[config.mk]
export PLATFORM = sky130hd
export DESIGN_NAME = life_generation_stream_top_flat
export DESIGN_NICKNAME = d
export VERILOG_FILES = /design/src/rtl/core/lgs_pkg.sv /design/src/rtl/core/lgs_stream_if.sv /design/src/rtl/core/lgs_line_store.sv /design/src/rtl/core/life_generation_stream_top.sv /design/src/flat_wrapper.sv
export SDC_FILE = /design/constraint.sdc
export NUM_CORES = 2
export LEC_CHECK = 0
export BUFFER_PORTS_ARGS = -buffer_cell sky130_fd_sc_hd__buf_2
export CAP_MARGIN = 10
export CORE_UTILIZATION = 40
export CTS_CLUSTER_DIAMETER = 100
export DETAILED_ROUTE_END_ITERATION = 6
export HOLD_SLACK_MARGIN = 0.03
export PLACE_DENSITY_LB_ADDON = 0.05
export SYNTH_ARGS = -nofsm -noshare
export SYNTH_HDL_FRONTEND = slang
export SYNTH_SLANG_ARGS = --single-unit
[constraint.sdc]
create_clock -name clk -period 56.5 [get_ports clk]
set_input_delay 5.65 -clock clk [delete_from_list [all_inputs] [get_ports clk]]
set_output_delay 5.65 -clock clk [all_outputs]
set_load 0.01 [all_outputs]
[src/rtl/core/lgs_pkg.sv]
// ----------------------------------------------------------------------------
// lgs_pkg
// Types, constants and the B3/S23 rule shared by the life generation stream.
// ----------------------------------------------------------------------------
`default_nettype none

package lgs_pkg;

	// configuration register file
	localparam int unsigned REG_W        = 11;
	localparam int unsigned ROW_W        = 11;
	localparam int unsigned MIN_SIDE     = 3;
	localparam int unsigned HEIGHT_LIMIT = 1024;

	typedef enum logic {
		REG_GRID_WIDTH  = 1'b0,
		REG_GRID_HEIGHT = 1'b1
	} lgs_reg_t;

	// input operation codes
	typedef enum logic {
		OP_CELL  = 1'b0,
		OP_FLUSH = 1'b1
	} lgs_op_t;

	// 3x3 window: bits 0..2 upper row, 3..5 middle row, 6..8 lower row,
	// lowest bit of each row is the oldest column
	localparam logic [8:0] WIN_KEEP    = 9'h0DB;
	localparam int unsigned WIN_CENTER = 4;
	localparam logic [8:0] MASK_TOP    = 9'h007;
	localparam logic [8:0] MASK_BOTTOM = 9'h1C0;
	localparam logic [8:0] MASK_LEFT   = 9'h049;
	localparam logic [8:0] MASK_RIGHT  = 9'h124;

	// control carried from the address stage to the window stage
	typedef struct packed {
		logic       produce;
		logic       last;
		logic [8:0] mask;
	} lgs_ctrl_t;

	function automatic logic life_rule(input logic [8:0] win);
		logic [3:0] count;
		count = 4'd0;
		for (int k = 0; k < 9; k++) begin
			if (k != WIN_CENTER) begin
				count = count + {3'b000, win[k]};
			end
		end
		return (count == 4'd3) || (win[WIN_CENTER] && (count == 4'd2));
	endfunction

endpackage

`default_nettype wire

[src/rtl/core/lgs_stream_if.sv]
// ----------------------------------------------------------------------------
// lgs stream interfaces
// Valid/ready channels for cells in and next-generation results out.
// ----------------------------------------------------------------------------
`default_nettype none

interface lgs_in_if;
	logic valid;
	logic ready;
	logic operation;
	logic cell_alive;

	modport source (output valid, output operation, output cell_alive, input ready);
	modport sink (input valid, input operation, input cell_alive, output ready);
endinterface

interface lgs_out_if;
	logic valid;
	logic ready;
	logic next_alive;
	logic frame_end;

	modport source (output valid, output next_alive, output frame_end, input ready);
	modport sink (input valid, input next_alive, input frame_end, output ready);
endinterface

`default_nettype wire

[src/rtl/core/lgs_line_store.sv]
// ----------------------------------------------------------------------------
// lgs_line_store
// Two line buffers packed in one 2-bit wide memory, registered read,
// write-to-read bypass and a clearing pass after reset.
// ----------------------------------------------------------------------------
`default_nettype none

module lgs_line_store
	import lgs_pkg::*;
#(
	parameter int unsigned MAX_WIDTH = 1024,
	parameter int unsigned AW        = $clog2(MAX_WIDTH)
) (
	input  wire logic          clk,
	input  wire logic          arst_n,
	input  wire logic          rd_en,
	input  wire logic [AW-1:0] rd_addr,
	input  wire logic          wr_en,
	input  wire logic [AW-1:0] wr_addr,
	input  wire logic [1:0]    wr_data,
	output logic      [1:0]    rd_data,
	output logic               busy
);

	logic [1:0]    mem [MAX_WIDTH];
	logic [1:0]    rd_q;
	logic [1:0]    byp_data_q;
	logic          byp_q;
	logic [AW-1:0] clr_addr_q;
	logic          busy_q;

	logic          mem_we;
	logic [AW-1:0] mem_waddr;
	logic [1:0]    mem_wdata;

	always_comb begin
		mem_we    = busy_q || wr_en;
		mem_waddr = busy_q ? clr_addr_q : wr_addr;
		mem_wdata = busy_q ? 2'b00 : wr_data;
	end

	always_ff @(posedge clk) begin
		if (mem_we) begin
			mem[mem_waddr] <= mem_wdata;
		end
		if (rd_en) begin
			rd_q       <= mem[rd_addr];
			byp_data_q <= wr_data;
		end
	end

	always_ff @(posedge clk or negedge arst_n) begin
		if (!arst_n) begin
			busy_q     <= 1'b1;
			clr_addr_q <= '0;
			byp_q      <= 1'b0;
		end else begin
			if (busy_q) begin
				clr_addr_q <= clr_addr_q + 1'b1;
				if (32'(clr_addr_q) == MAX_WIDTH - 1) begin
					busy_q <= 1'b0;
				end
			end
			// same-address write in the read cycle: take the new data
			if (rd_en) begin
				byp_q <= wr_en && (wr_addr == rd_addr);
			end
		end
	end

	assign rd_data = byp_q ? byp_data_q : rd_q;
	assign busy    = busy_q;

endmodule

`default_nettype wire

[src/rtl/core/life_generation_stream_top.sv]
// A result is held in the address stage register and then in the output register
// after the transaction that completes its window, one row and one column behind.
// Throughput: one cell transaction per cycle when no stall or clear holds it, set
// by the single-port-per-direction line store (one read and one write each cycle).
// Reset: registers go to 256x256 and the line store is swept clear, one entry
// per cycle over all MAX_WIDTH entries, with the input ready low until it is done.
// ----------------------------------------------------------------------------
// life_generation_stream_top
// One generation of B3/S23 life over a raster stream of cells.
// ----------------------------------------------------------------------------
`default_nettype none

module life_generation_stream_top
	import lgs_pkg::*;
#(
	parameter int unsigned MAX_WIDTH = 1024
) (
	input  wire logic        clk,
	input  wire logic        arst_n,
	input  wire logic        psel,
	input  wire logic        penable,
	input  wire logic        pwrite,
	input  wire logic [2:0]  paddr,
	input  wire logic [31:0] pwdata,
	output logic      [31:0] prdata,
	output logic             pready,
	lgs_in_if.sink           cell_in,
	lgs_out_if.source        cell_out
);

	localparam int unsigned AW = $clog2(MAX_WIDTH);

	// configuration registers
	logic [REG_W-1:0] grid_width_q;
	logic [REG_W-1:0] grid_height_q;
	logic             cfg_wr;
	lgs_reg_t         cfg_sel;

	// stream position of the next input transaction
	logic [AW-1:0]    col_q;
	logic [ROW_W-1:0] row_q;

	// address stage
	logic             s1_valid_q;
	logic             v_s1;
	logic [AW-1:0]    x_s1;
	lgs_ctrl_t        ctrl_s1;

	// window and result register
	logic [8:0]       window_q;
	logic             out_valid_q;
	logic             next_alive_q;
	logic             frame_end_q;

	// line store
	logic [1:0]       ls_rd_data;
	logic             ls_busy;
	logic             ls_wr_en;

	// address stage logic
	logic [REG_W-1:0] w_eff;
	logic [REG_W-1:0] h_eff;
	logic [AW-1:0]    x_cur;
	logic             first_col;
	logic [ROW_W-1:0] need_rows;
	logic [ROW_W-1:0] cr;
	logic [REG_W-1:0] cc;
	lgs_ctrl_t        ctrl_cur;
	logic             accept;
	logic             s1_fire;
	logic [8:0]       win_next;
	logic [8:0]       win_masked;

	// ------------------------------------------------------------------
	// configuration port: writes restart the frame
	// ------------------------------------------------------------------
	assign pready  = 1'b1;
	assign cfg_sel = lgs_reg_t'(paddr[2]);
	assign cfg_wr  = psel && penable && pwrite;

	always_comb begin
		unique case (cfg_sel)
			REG_GRID_WIDTH:  prdata = {{(32 - REG_W){1'b0}}, grid_width_q};
			REG_GRID_HEIGHT: prdata = {{(32 - REG_W){1'b0}}, grid_height_q};
			default:         prdata = '0;
		endcase
	end

	always_ff @(posedge clk or negedge arst_n) begin
		if (!arst_n) begin
			grid_width_q  <= REG_W'(256);
			grid_height_q <= REG_W'(256);
		end else if (cfg_wr) begin
			unique case (cfg_sel)
				REG_GRID_WIDTH:  grid_width_q  <= pwdata[REG_W-1:0];
				REG_GRID_HEIGHT: grid_height_q <= pwdata[REG_W-1:0];
				default:         grid_width_q  <= grid_width_q;
			endcase
		end
	end

	// ------------------------------------------------------------------
	// address stage: position, edge masks, whether a result is due
	// ------------------------------------------------------------------
	always_comb begin
		// sides saturated into their legal ranges
		if (32'(grid_width_q) < MIN_SIDE) begin
			w_eff = REG_W'(MIN_SIDE);
		end else if (32'(grid_width_q) > MAX_WIDTH) begin
			w_eff = REG_W'(MAX_WIDTH);
		end else begin
			w_eff = grid_width_q;
		end
		if (32'(grid_height_q) < MIN_SIDE) begin
			h_eff = REG_W'(MIN_SIDE);
		end else if (32'(grid_height_q) > HEIGHT_LIMIT) begin
			h_eff = REG_W'(HEIGHT_LIMIT);
		end else begin
			h_eff = grid_height_q;
		end

		x_cur     = (32'(col_q) >= 32'(w_eff)) ? '0 : col_q;
		first_col = (x_cur == '0);

		// a first-column input closes the last column two rows up
		need_rows = first_col ? ROW_W'(2) : ROW_W'(1);
		cr        = row_q - need_rows;
		cc        = first_col ? (w_eff - 1'b1) : (REG_W'(x_cur) - 1'b1);

		ctrl_cur.produce = (row_q >= need_rows) && (32'(cr) < 32'(h_eff));
		ctrl_cur.last    = ctrl_cur.produce && (32'(cr) == 32'(h_eff) - 1)
			&& (cc == w_eff - 1'b1);
		ctrl_cur.mask    = '0;
		if (cr == '0) begin
			ctrl_cur.mask = ctrl_cur.mask | MASK_TOP;
		end
		if (32'(cr) == 32'(h_eff) - 1) begin
			ctrl_cur.mask = ctrl_cur.mask | MASK_BOTTOM;
		end
		if (cc == '0) begin
			ctrl_cur.mask = ctrl_cur.mask | MASK_LEFT;
		end
		if (cc == w_eff - 1'b1) begin
			ctrl_cur.mask = ctrl_cur.mask | MASK_RIGHT;
		end
	end

	// window stage moves on unless its result would land on a full register
	assign s1_fire = s1_valid_q && (!ctrl_s1.produce || !out_valid_q || cell_out.ready);
	assign cell_in.ready = !ls_busy && (!s1_valid_q || s1_fire);
	assign accept = cell_in.valid && cell_in.ready;

	always_ff @(posedge clk or negedge arst_n) begin
		if (!arst_n) begin
			col_q      <= '0;
			row_q      <= '0;
			s1_valid_q <= 1'b0;
		end else if (cfg_wr) begin
			col_q      <= '0;
			row_q      <= '0;
		end else begin
			if (accept) begin
				s1_valid_q <= 1'b1;
				if (ctrl_cur.last) begin
					col_q <= '0;
					row_q <= '0;
				end else if (32'(x_cur) + 1 >= 32'(w_eff)) begin
					col_q <= '0;
					row_q <= row_q + 1'b1;
				end else begin
					col_q <= x_cur + 1'b1;
				end
			end else if (s1_fire) begin
				s1_valid_q <= 1'b0;
			end
		end
	end

	// flush transactions enter as dead cells
	always_ff @(posedge clk) begin
		if (accept) begin
			v_s1    <= (lgs_op_t'(cell_in.operation) == OP_FLUSH) ? 1'b0 : cell_in.cell_alive;
			x_s1    <= x_cur;
			ctrl_s1 <= ctrl_cur;
		end
	end

	// ------------------------------------------------------------------
	// line store: bit 0 is the upper row, bit 1 the middle row
	// ------------------------------------------------------------------
	assign ls_wr_en = s1_fire;

	lgs_line_store #(
		.MAX_WIDTH (MAX_WIDTH)
	) u_line_store (
		.clk     (clk),
		.arst_n  (arst_n),
		.rd_en   (accept),
		.rd_addr (x_cur),
		.wr_en   (ls_wr_en),
		.wr_addr (x_s1),
		.wr_data ({v_s1, ls_rd_data[1]}),
		.rd_data (ls_rd_data),
		.busy    (ls_busy)
	);

	// ------------------------------------------------------------------
	// window stage: shift in the new column, mask edges, apply the rule
	// ------------------------------------------------------------------
	always_comb begin
		win_next   = ((window_q >> 1) & WIN_KEEP)
			| {v_s1, 2'b00, ls_rd_data[1], 2'b00, ls_rd_data[0], 2'b00};
		win_masked = win_next & ~ctrl_s1.mask;
	end

	always_ff @(posedge clk or negedge arst_n) begin
		if (!arst_n) begin
			window_q    <= '0;
			out_valid_q <= 1'b0;
		end else if (cfg_wr) begin
			window_q    <= '0;
		end else begin
			if (s1_fire) begin
				window_q <= win_next;
			end
			if (s1_fire && ctrl_s1.produce) begin
				out_valid_q <= 1'b1;
			end else if (cell_out.ready) begin
				out_valid_q <= 1'b0;
			end
		end
	end

	always_ff @(posedge clk) begin
		if (s1_fire && ctrl_s1.produce) begin
			next_alive_q <= life_rule(win_masked);
			frame_end_q  <= ctrl_s1.last;
		end
	end

	assign cell_out.valid      = out_valid_q;
	assign cell_out.next_alive = next_alive_q;
	assign cell_out.frame_end  = frame_end_q;

endmodule

`default_nettype wire

[src/flat_wrapper.sv]
// flat-port wrapper written by rule: the top's interface ports become plain ports
module life_generation_stream_top_flat import lgs_pkg::*;
#(
	parameter int unsigned MAX_WIDTH = 1024
)
  (clk, arst_n, psel, penable, pwrite, paddr, pwdata, prdata, pready, cell_in_valid, cell_in_operation, cell_in_cell_alive, cell_in_ready, cell_out_valid, cell_out_next_alive, cell_out_frame_end, cell_out_ready);
  lgs_in_if cell_in_i ();
  lgs_out_if cell_out_i ();
  input  wire logic clk;
  input  wire logic arst_n;
  input  wire logic psel;
  input  wire logic penable;
  input  wire logic pwrite;
  input  wire logic [2:0] paddr;
  input  wire logic [31:0] pwdata;
  output logic      [31:0] prdata;
  output logic pready;
  input wire logic [$bits(cell_in_i.valid)-1:0] cell_in_valid;
  input wire logic [$bits(cell_in_i.operation)-1:0] cell_in_operation;
  input wire logic [$bits(cell_in_i.cell_alive)-1:0] cell_in_cell_alive;
  output wire logic [$bits(cell_in_i.ready)-1:0] cell_in_ready;
  output wire logic [$bits(cell_out_i.valid)-1:0] cell_out_valid;
  output wire logic [$bits(cell_out_i.next_alive)-1:0] cell_out_next_alive;
  output wire logic [$bits(cell_out_i.frame_end)-1:0] cell_out_frame_end;
  input wire logic [$bits(cell_out_i.ready)-1:0] cell_out_ready;
  assign cell_in_i.valid = cell_in_valid;
  assign cell_in_i.operation = cell_in_operation;
  assign cell_in_i.cell_alive = cell_in_cell_alive;
  assign cell_in_ready = cell_in_i.ready;
  assign cell_out_valid = cell_out_i.valid;
  assign cell_out_next_alive = cell_out_i.next_alive;
  assign cell_out_frame_end = cell_out_i.frame_end;
  assign cell_out_i.ready = cell_out_ready;
  life_generation_stream_top #(.MAX_WIDTH(MAX_WIDTH)) u_core (.clk(clk), .arst_n(arst_n), .psel(psel), .penable(penable), .pwrite(pwrite), .paddr(paddr), .pwdata(pwdata), .prdata(prdata), .pready(pready), .cell_in(cell_in_i), .cell_out(cell_out_i));
endmodule
==> report_table.html <==
<table>
<tr><th>Metric</th><th>Value</th></tr>
<tr><th colspan="2">Worst setup path</th></tr>
<tr><td>Dominant cell type by count on the critical path</td><td>buf_2</td></tr>
<tr><td>Crit start category</td><td>primary input</td></tr>
<tr><td>Startpoint of the worst-slack reg-to-reg timing path</td><td>u_core.grid_width_q[5]</td></tr>
<tr><td>Ordered cell list for the critical path</td><td>buf_2 &gt; mux2_2 &gt; buf_2</td></tr>
<tr><td>Minimum setup slack among reg-to-reg paths</td><td>47.82 ns</td></tr>
<tr><td>Crit-path max cell delay</td><td>0.38 ns</td></tr>
<tr><td>Critical path endpoint category</td><td>output pin</td></tr>
<tr><td>Buf+Inv Stages, Crit Path</td><td>2</td></tr>
<tr><td>Worst path top cell family by delay</td><td>buffers and inverters</td></tr>
<tr><td>Worst path arrival time</td><td>6.42 ns</td></tr>
<tr><td>Cell with the biggest individual delay on the critical path</td><td>mux2_2</td></tr>
<tr><td>CP max FO</td><td>15</td></tr>
<tr><td>Data required time at the worst endpoint</td><td>50.85 ns</td></tr>
<tr><td>Capturing point of the worst reg2reg path</td><td>u_core.col_q[5]</td></tr>
<tr><td>Register-to-Register Path Depth</td><td>26</td></tr>
<tr><td>Classification of the worst setup path</td><td>in2out</td></tr>
<tr><th colspan="2">Status</th></tr>
<tr><td>Result of the run</td><td>complete, no violations</td></tr>
<tr><th colspan="2">Finish</th></tr>
<tr><td>Post-layout instance area</td><td>104000 um2</td></tr>
<tr><td>Utilization of the core after routing</td><td>45.4%</td></tr>
<tr><td>Number of filler cells placed in the layout</td><td>20800</td></tr>
<tr><td>Layout cell share with drive strength beyond 1</td><td>14.4%</td></tr>
<tr><td>Layout overhead on the synthesized area</td><td>12.4%</td></tr>
<tr><td>Combined area of the multi-input logic cells</td><td>26400 um2</td></tr>
<tr><td>Area taken by flip-flops and latches</td><td>63900 um2</td></tr>
<tr><td>Number of nets at the end of the flow</td><td>6843</td></tr>
<tr><th colspan="2">Floorplanning</th></tr>
<tr><td>Area of the core</td><td>228000 um2</td></tr>
<tr><td>Vert. Die Dim</td><td>482 um</td></tr>
<tr><td>I/O Pins</td><td>81</td></tr>
<tr><td>Die extent in x</td><td>482 um</td></tr>
<tr><td>Initial standard-cell utilization of the core</td><td>40.4%</td></tr>
<tr><td>Die footprint</td><td>232000 um2</td></tr>
<tr><td>Number of core rows</td><td>175</td></tr>
<tr><th colspan="2">Min path</th></tr>
<tr><td>Hold path startpoint</td><td>u_core.ctrl_s1[9]</td></tr>
<tr><td>Class of the tightest hold or removal check</td><td>reg2reg</td></tr>
<tr><td>Hold Crit Endpoint</td><td>u_core.cell_out.frame_end</td></tr>
<tr><td>Cell count of the worst hold path</td><td>0</td></tr>
<tr><th colspan="2">Clock tree</th></tr>
<tr><td>Clock network latency to the later pin of the worst-skew pair</td><td>0.91 ns</td></tr>
<tr><td>Number of clock buffers inserted by TritonCTS</td><td>231</td></tr>
<tr><td>Clock slew at the register clock pins of the worst setup and hold paths</td><td>0.06 ns</td></tr>
<tr><td>H-tree level count</td><td>4</td></tr>
<tr><td># resized after CTS</td><td>0</td></tr>
<tr><td>Buffer count from post-CTS setup fixing</td><td>0</td></tr>
<tr><td>Number of hold buffers added after cts</td><td>0</td></tr>
<tr><td>TritonCTS clock tree</td><td>yes</td></tr>
<tr><td>Clock Tree Root</td><td>clkbuf_16</td></tr>
<tr><td>Total number of clock tree sinks</td><td>2138</td></tr>
<tr><td>Longest Clk Path Bufs</td><td>3</td></tr>
<tr><th colspan="2">Global route</th></tr>
<tr><td>Via count of the first global-routing pass</td><td>60300</td></tr>
<tr><td>Initial antenna violation count</td><td>30</td></tr>
<tr><td>Overall overflow remaining after global route</td><td>0</td></tr>
<tr><td>Global-route wire length before repair</td><td>496 mm</td></tr>
<tr><td>Overall fraction of global-route tracks in use</td><td>30.9%</td></tr>
<tr><td>Maximum number of pins on one net before global-route repair</td><td>211</td></tr>
<tr><th colspan="2">Drt</th></tr>
<tr><td>First-iteration detailed-routing DRC count</td><td>8317</td></tr>
<tr><td>DRC</td><td>0</td></tr>
<tr><td>Via count of the routed design</td><td>62000</td></tr>
<tr><td>Final Routed Wirelength</td><td>362 mm</td></tr>
<tr><td>Via density</td><td>6.23</td></tr>
<tr><td>Average detailed-routed wire length per instance</td><td>36.4 um</td></tr>
<tr><td>Number of detailed-routing iterations run before antenna repair</td><td>6</td></tr>
<tr><td>Antenna violation net count after detailed routing</td><td>0</td></tr>
<tr><th colspan="2">STA</th></tr>
<tr><td>Max Clock Freq</td><td>0.0828 GHz</td></tr>
<tr><td>Number of hold violations in the final report</td><td>0</td></tr>
<tr><td>Tcrit/Tclk final</td><td>21.4%</td></tr>
<tr><td>Post-layout min period</td><td>12.07 ns</td></tr>
<tr><td>Final setup skew</td><td>0.0410 ns</td></tr>
<tr><td>Post-layout worst setup margin</td><td>44.43 ns</td></tr>
<tr><td>Slew @ Worst Pin</td><td>1.40 ns</td></tr>
<tr><td>Unrepaired setup endpoints after global routing</td><td>false</td></tr>
<tr><td>Number of failing setup endpoints in the final timing report</td><td>0</td></tr>
<tr><td>Final-report max-slew violation count</td><td>0</td></tr>
<tr><td>Relative slew margins</td><td>6.26%</td></tr>
<tr><td>Post-route setup TNS</td><td>0 ns</td></tr>
<tr><th colspan="2">Placed design</th></tr>
<tr><td>GPL Wtd Cong</td><td>0.886</td></tr>
<tr><td>Pre-CTS setup slack</td><td>44.43 ns</td></tr>
<tr><td>Placed wire-length estimate</td><td>211 mm</td></tr>
<tr><td>IO Port Bufs</td><td>35</td></tr>
<tr><td>Area post-placement</td><td>96600 um2</td></tr>
<tr><th colspan="2">Power and ir drop</th></tr>
<tr><td>Largest voltage drop on the vdd net</td><td>0.0365 mV</td></tr>
<tr><td>Share of power burned in the clock network</td><td>28.0%</td></tr>
<tr><td>Leak</td><td>32.4 nW</td></tr>
<tr><td>Power per cell area</td><td>49.8 nW/um2</td></tr>
<tr><td>Fraction of power spent switching nets</td><td>38.7%</td></tr>
<tr><td>Combinational share of power</td><td>35.0%</td></tr>
<tr><td>Power spent charging and discharging nets</td><td>2.00 mW</td></tr>
<tr><td>Internal power contribution</td><td>3.17 mW</td></tr>
<tr><td>Tot Pwr</td><td>5.17 mW</td></tr>
<tr><td>Register share of total power</td><td>36.9%</td></tr>
<tr><th colspan="2">Logic synthesis</th></tr>
<tr><td>Mean area per synthesized cell</td><td>13.7 um2</td></tr>
<tr><td>Cell count after synthesis</td><td>6747</td></tr>
<tr><td>Unique cell type count in the Yosys netlist</td><td>95</td></tr>
<tr><td>Total of flip-flops plus latches after synthesis</td><td>2138</td></tr>
<tr><td>Async S/R FF share, synth</td><td>2.95%</td></tr>
<tr><td>Main synth FF type</td><td>edfxtp_1</td></tr>
<tr><td>Share of synthesized area occupied by flip-flops and latches</td><td>69.3%</td></tr>
<tr><td>Yosys warnings</td><td>0</td></tr>
<tr><td>Count of flip-flops with a built-in enable after synthesis</td><td>2075</td></tr>
<tr><td>Mapped cell area</td><td>92200 um2</td></tr>
<tr><th colspan="2">Job</th></tr>
<tr><td>Max-cap violations</td><td>0</td></tr>
</table>
synthesized netlist by cell type (78+ instances only):
library cell | count | area [um2]
mux4_2 | 93 | 2090
buf_1 | 84 | 315
edfxtp_1 | 2075 | 62300
a211oi_1 | 78 | 586
nand3_1 | 104 | 521
mux2i_1 | 359 | 3590
o22ai_1 | 92 | 576
o221ai_1 | 100 | 876
nor3_1 | 93 | 465
nand2_1 | 343 | 1290
a21oi_1 | 227 | 1140
clkbuf_1 | 410 | 1540
nor2_1 | 1230 | 4620
mux2_2 | 166 | 1870
o21ai_0 | 264 | 1320
placed cells by master, fill, tap and decap left out, types with 51 or more instances in the layout:
master / instances
edfxtp_1: 2075
nor2_1: 1218
mux2i_1: 359
nand2_1: 328
buf_4: 263
o21ai_0: 259
clkbuf_16: 232
a21oi_1: 219
mux2_2: 166
nand3_1: 101
o221ai_1: 100
mux4_2: 93
nor3_1: 89
o22ai_1: 89
a211oi_1: 76
o211ai_1: 74
a31oi_1: 71
clkbuf_1: 68
clkinv_1: 60
dfrtp_1: 56
ha_1: 52
xnor2_1: 51
power groups by stage:
stage | clock network, mW | registers [mW] | logic, mW
2_1_floorplan | 0 | 2.11 | 0.941
3_3_place_gp | 0 | 1.94 | 1.79
3_5_place_dp | 0 | 1.94 | 1.78
4_1_cts | 1.47 | 1.91 | 1.79
5_1_grt | 1.52 | 1.91 | 1.87
6_report | 1.45 | 1.91 | 1.81
per-layer routing:
metal	share of wire (%)	vias to the layer above	wire [um]	track usage, %
li1	-	25800	-	-
met1	42	32600	153000	43.2
met2	45	3075	164000	47.6
met3	8.5	605	30700	5.70
met4	4.2	10	15100	12.0
met5	0.022	-	78	0
worst register-to-register path, delay by kind of cell (launching register included):
| kind | cells | cell delay (ns) |
|---|---|---|
| adders and majority gates | 5 | 1.71 |
| DFF | 1 | 0.50 |
| and+or+nand+nor | 5 | 2.06 |
| buffers and inverters | 3 | 0.65 |
| AOI/OAI and AO/OA | 12 | 3.25 |
| xor gates and xnor gates | 1 | 0.38 |
how the worst max path moves through the flow:
| stage | slack (ns) | startpoint | to | depth (start not counted) |
|---|---|---|---|---|
| 3_5_place_dp | 44.43 | paddr[2] | prdata[2] | 3 |
| 5_1_grt | 44.40 | paddr[2] | prdata[2] | 3 |
| 2_1_floorplan | 25.42 | u_core.u_line_store.busy | u_core.u_line_store.mem[0][1] | 5 |
| 6_report | 44.43 | paddr[2] | prdata[2] | 3 |
| 4_1_cts | 44.43 | paddr[2] | prdata[2] | 3 |
| 3_3_place_gp | 44.45 | paddr[2] | prdata[1] | 3 |
cells by family (layout without fill, tap and decap cells):
family / Yosys count / after routing / synth area share [%]
xor gates and xnor gates: 69 / 69 / 0.680
AOI/OAI and AO/OA: 1269 / 1269 / 9.36
adders and majority gates: 55 / 55 / 0.771
muxes: 618 / 618 / 8.20
other: 2 / 31 / 0.00814
DFF: 2138 / 2138 / 69.3
buffers and inverters: 613 / 776 / 2.66
and+or+nand+nor: 1983 / 1983 / 9.03
registers in the layout, summed over array words and instances, names as in the netlist, 2 cells and up:
signal and count:
u_core.u_line_store.rd_q 2, u_core.col_q 10, u_core.ctrl_s1 10, u_core.grid_height_q 11, u_core.grid_width_q 11, u_core.u_line_store.byp_data_q 2
u_core.u_line_store.mem 2048, u_core.u_line_store.clr_addr_q 10, u_core.x_s1 10, u_core.row_q 11, u_core.window_q 6
cell type report:
class                           count  area share (%)
Multi-Input combinational cell   4016            25.5
Tap cell                         3009            3.63
Timing Repair Buffer              307            2.25
Clock inverter                    119           0.974
Inverter                           50           0.200
Sequential cell                  2138            61.6
Antenna cell                        9          0.0217
Clock buffer                      300            5.85
stage by stage:
step | hold slack, ns | cells
after global routing | 0.429 | 9940
after CTS | 0.422 | 9939
final | 0.419 | 9948
after floorplan | 0.400 | 6767
after global placement | 0.403 | 9520
after detailed placement | 0.408 | 9520
No activity file was read; power rests on OpenSTA's default activity.
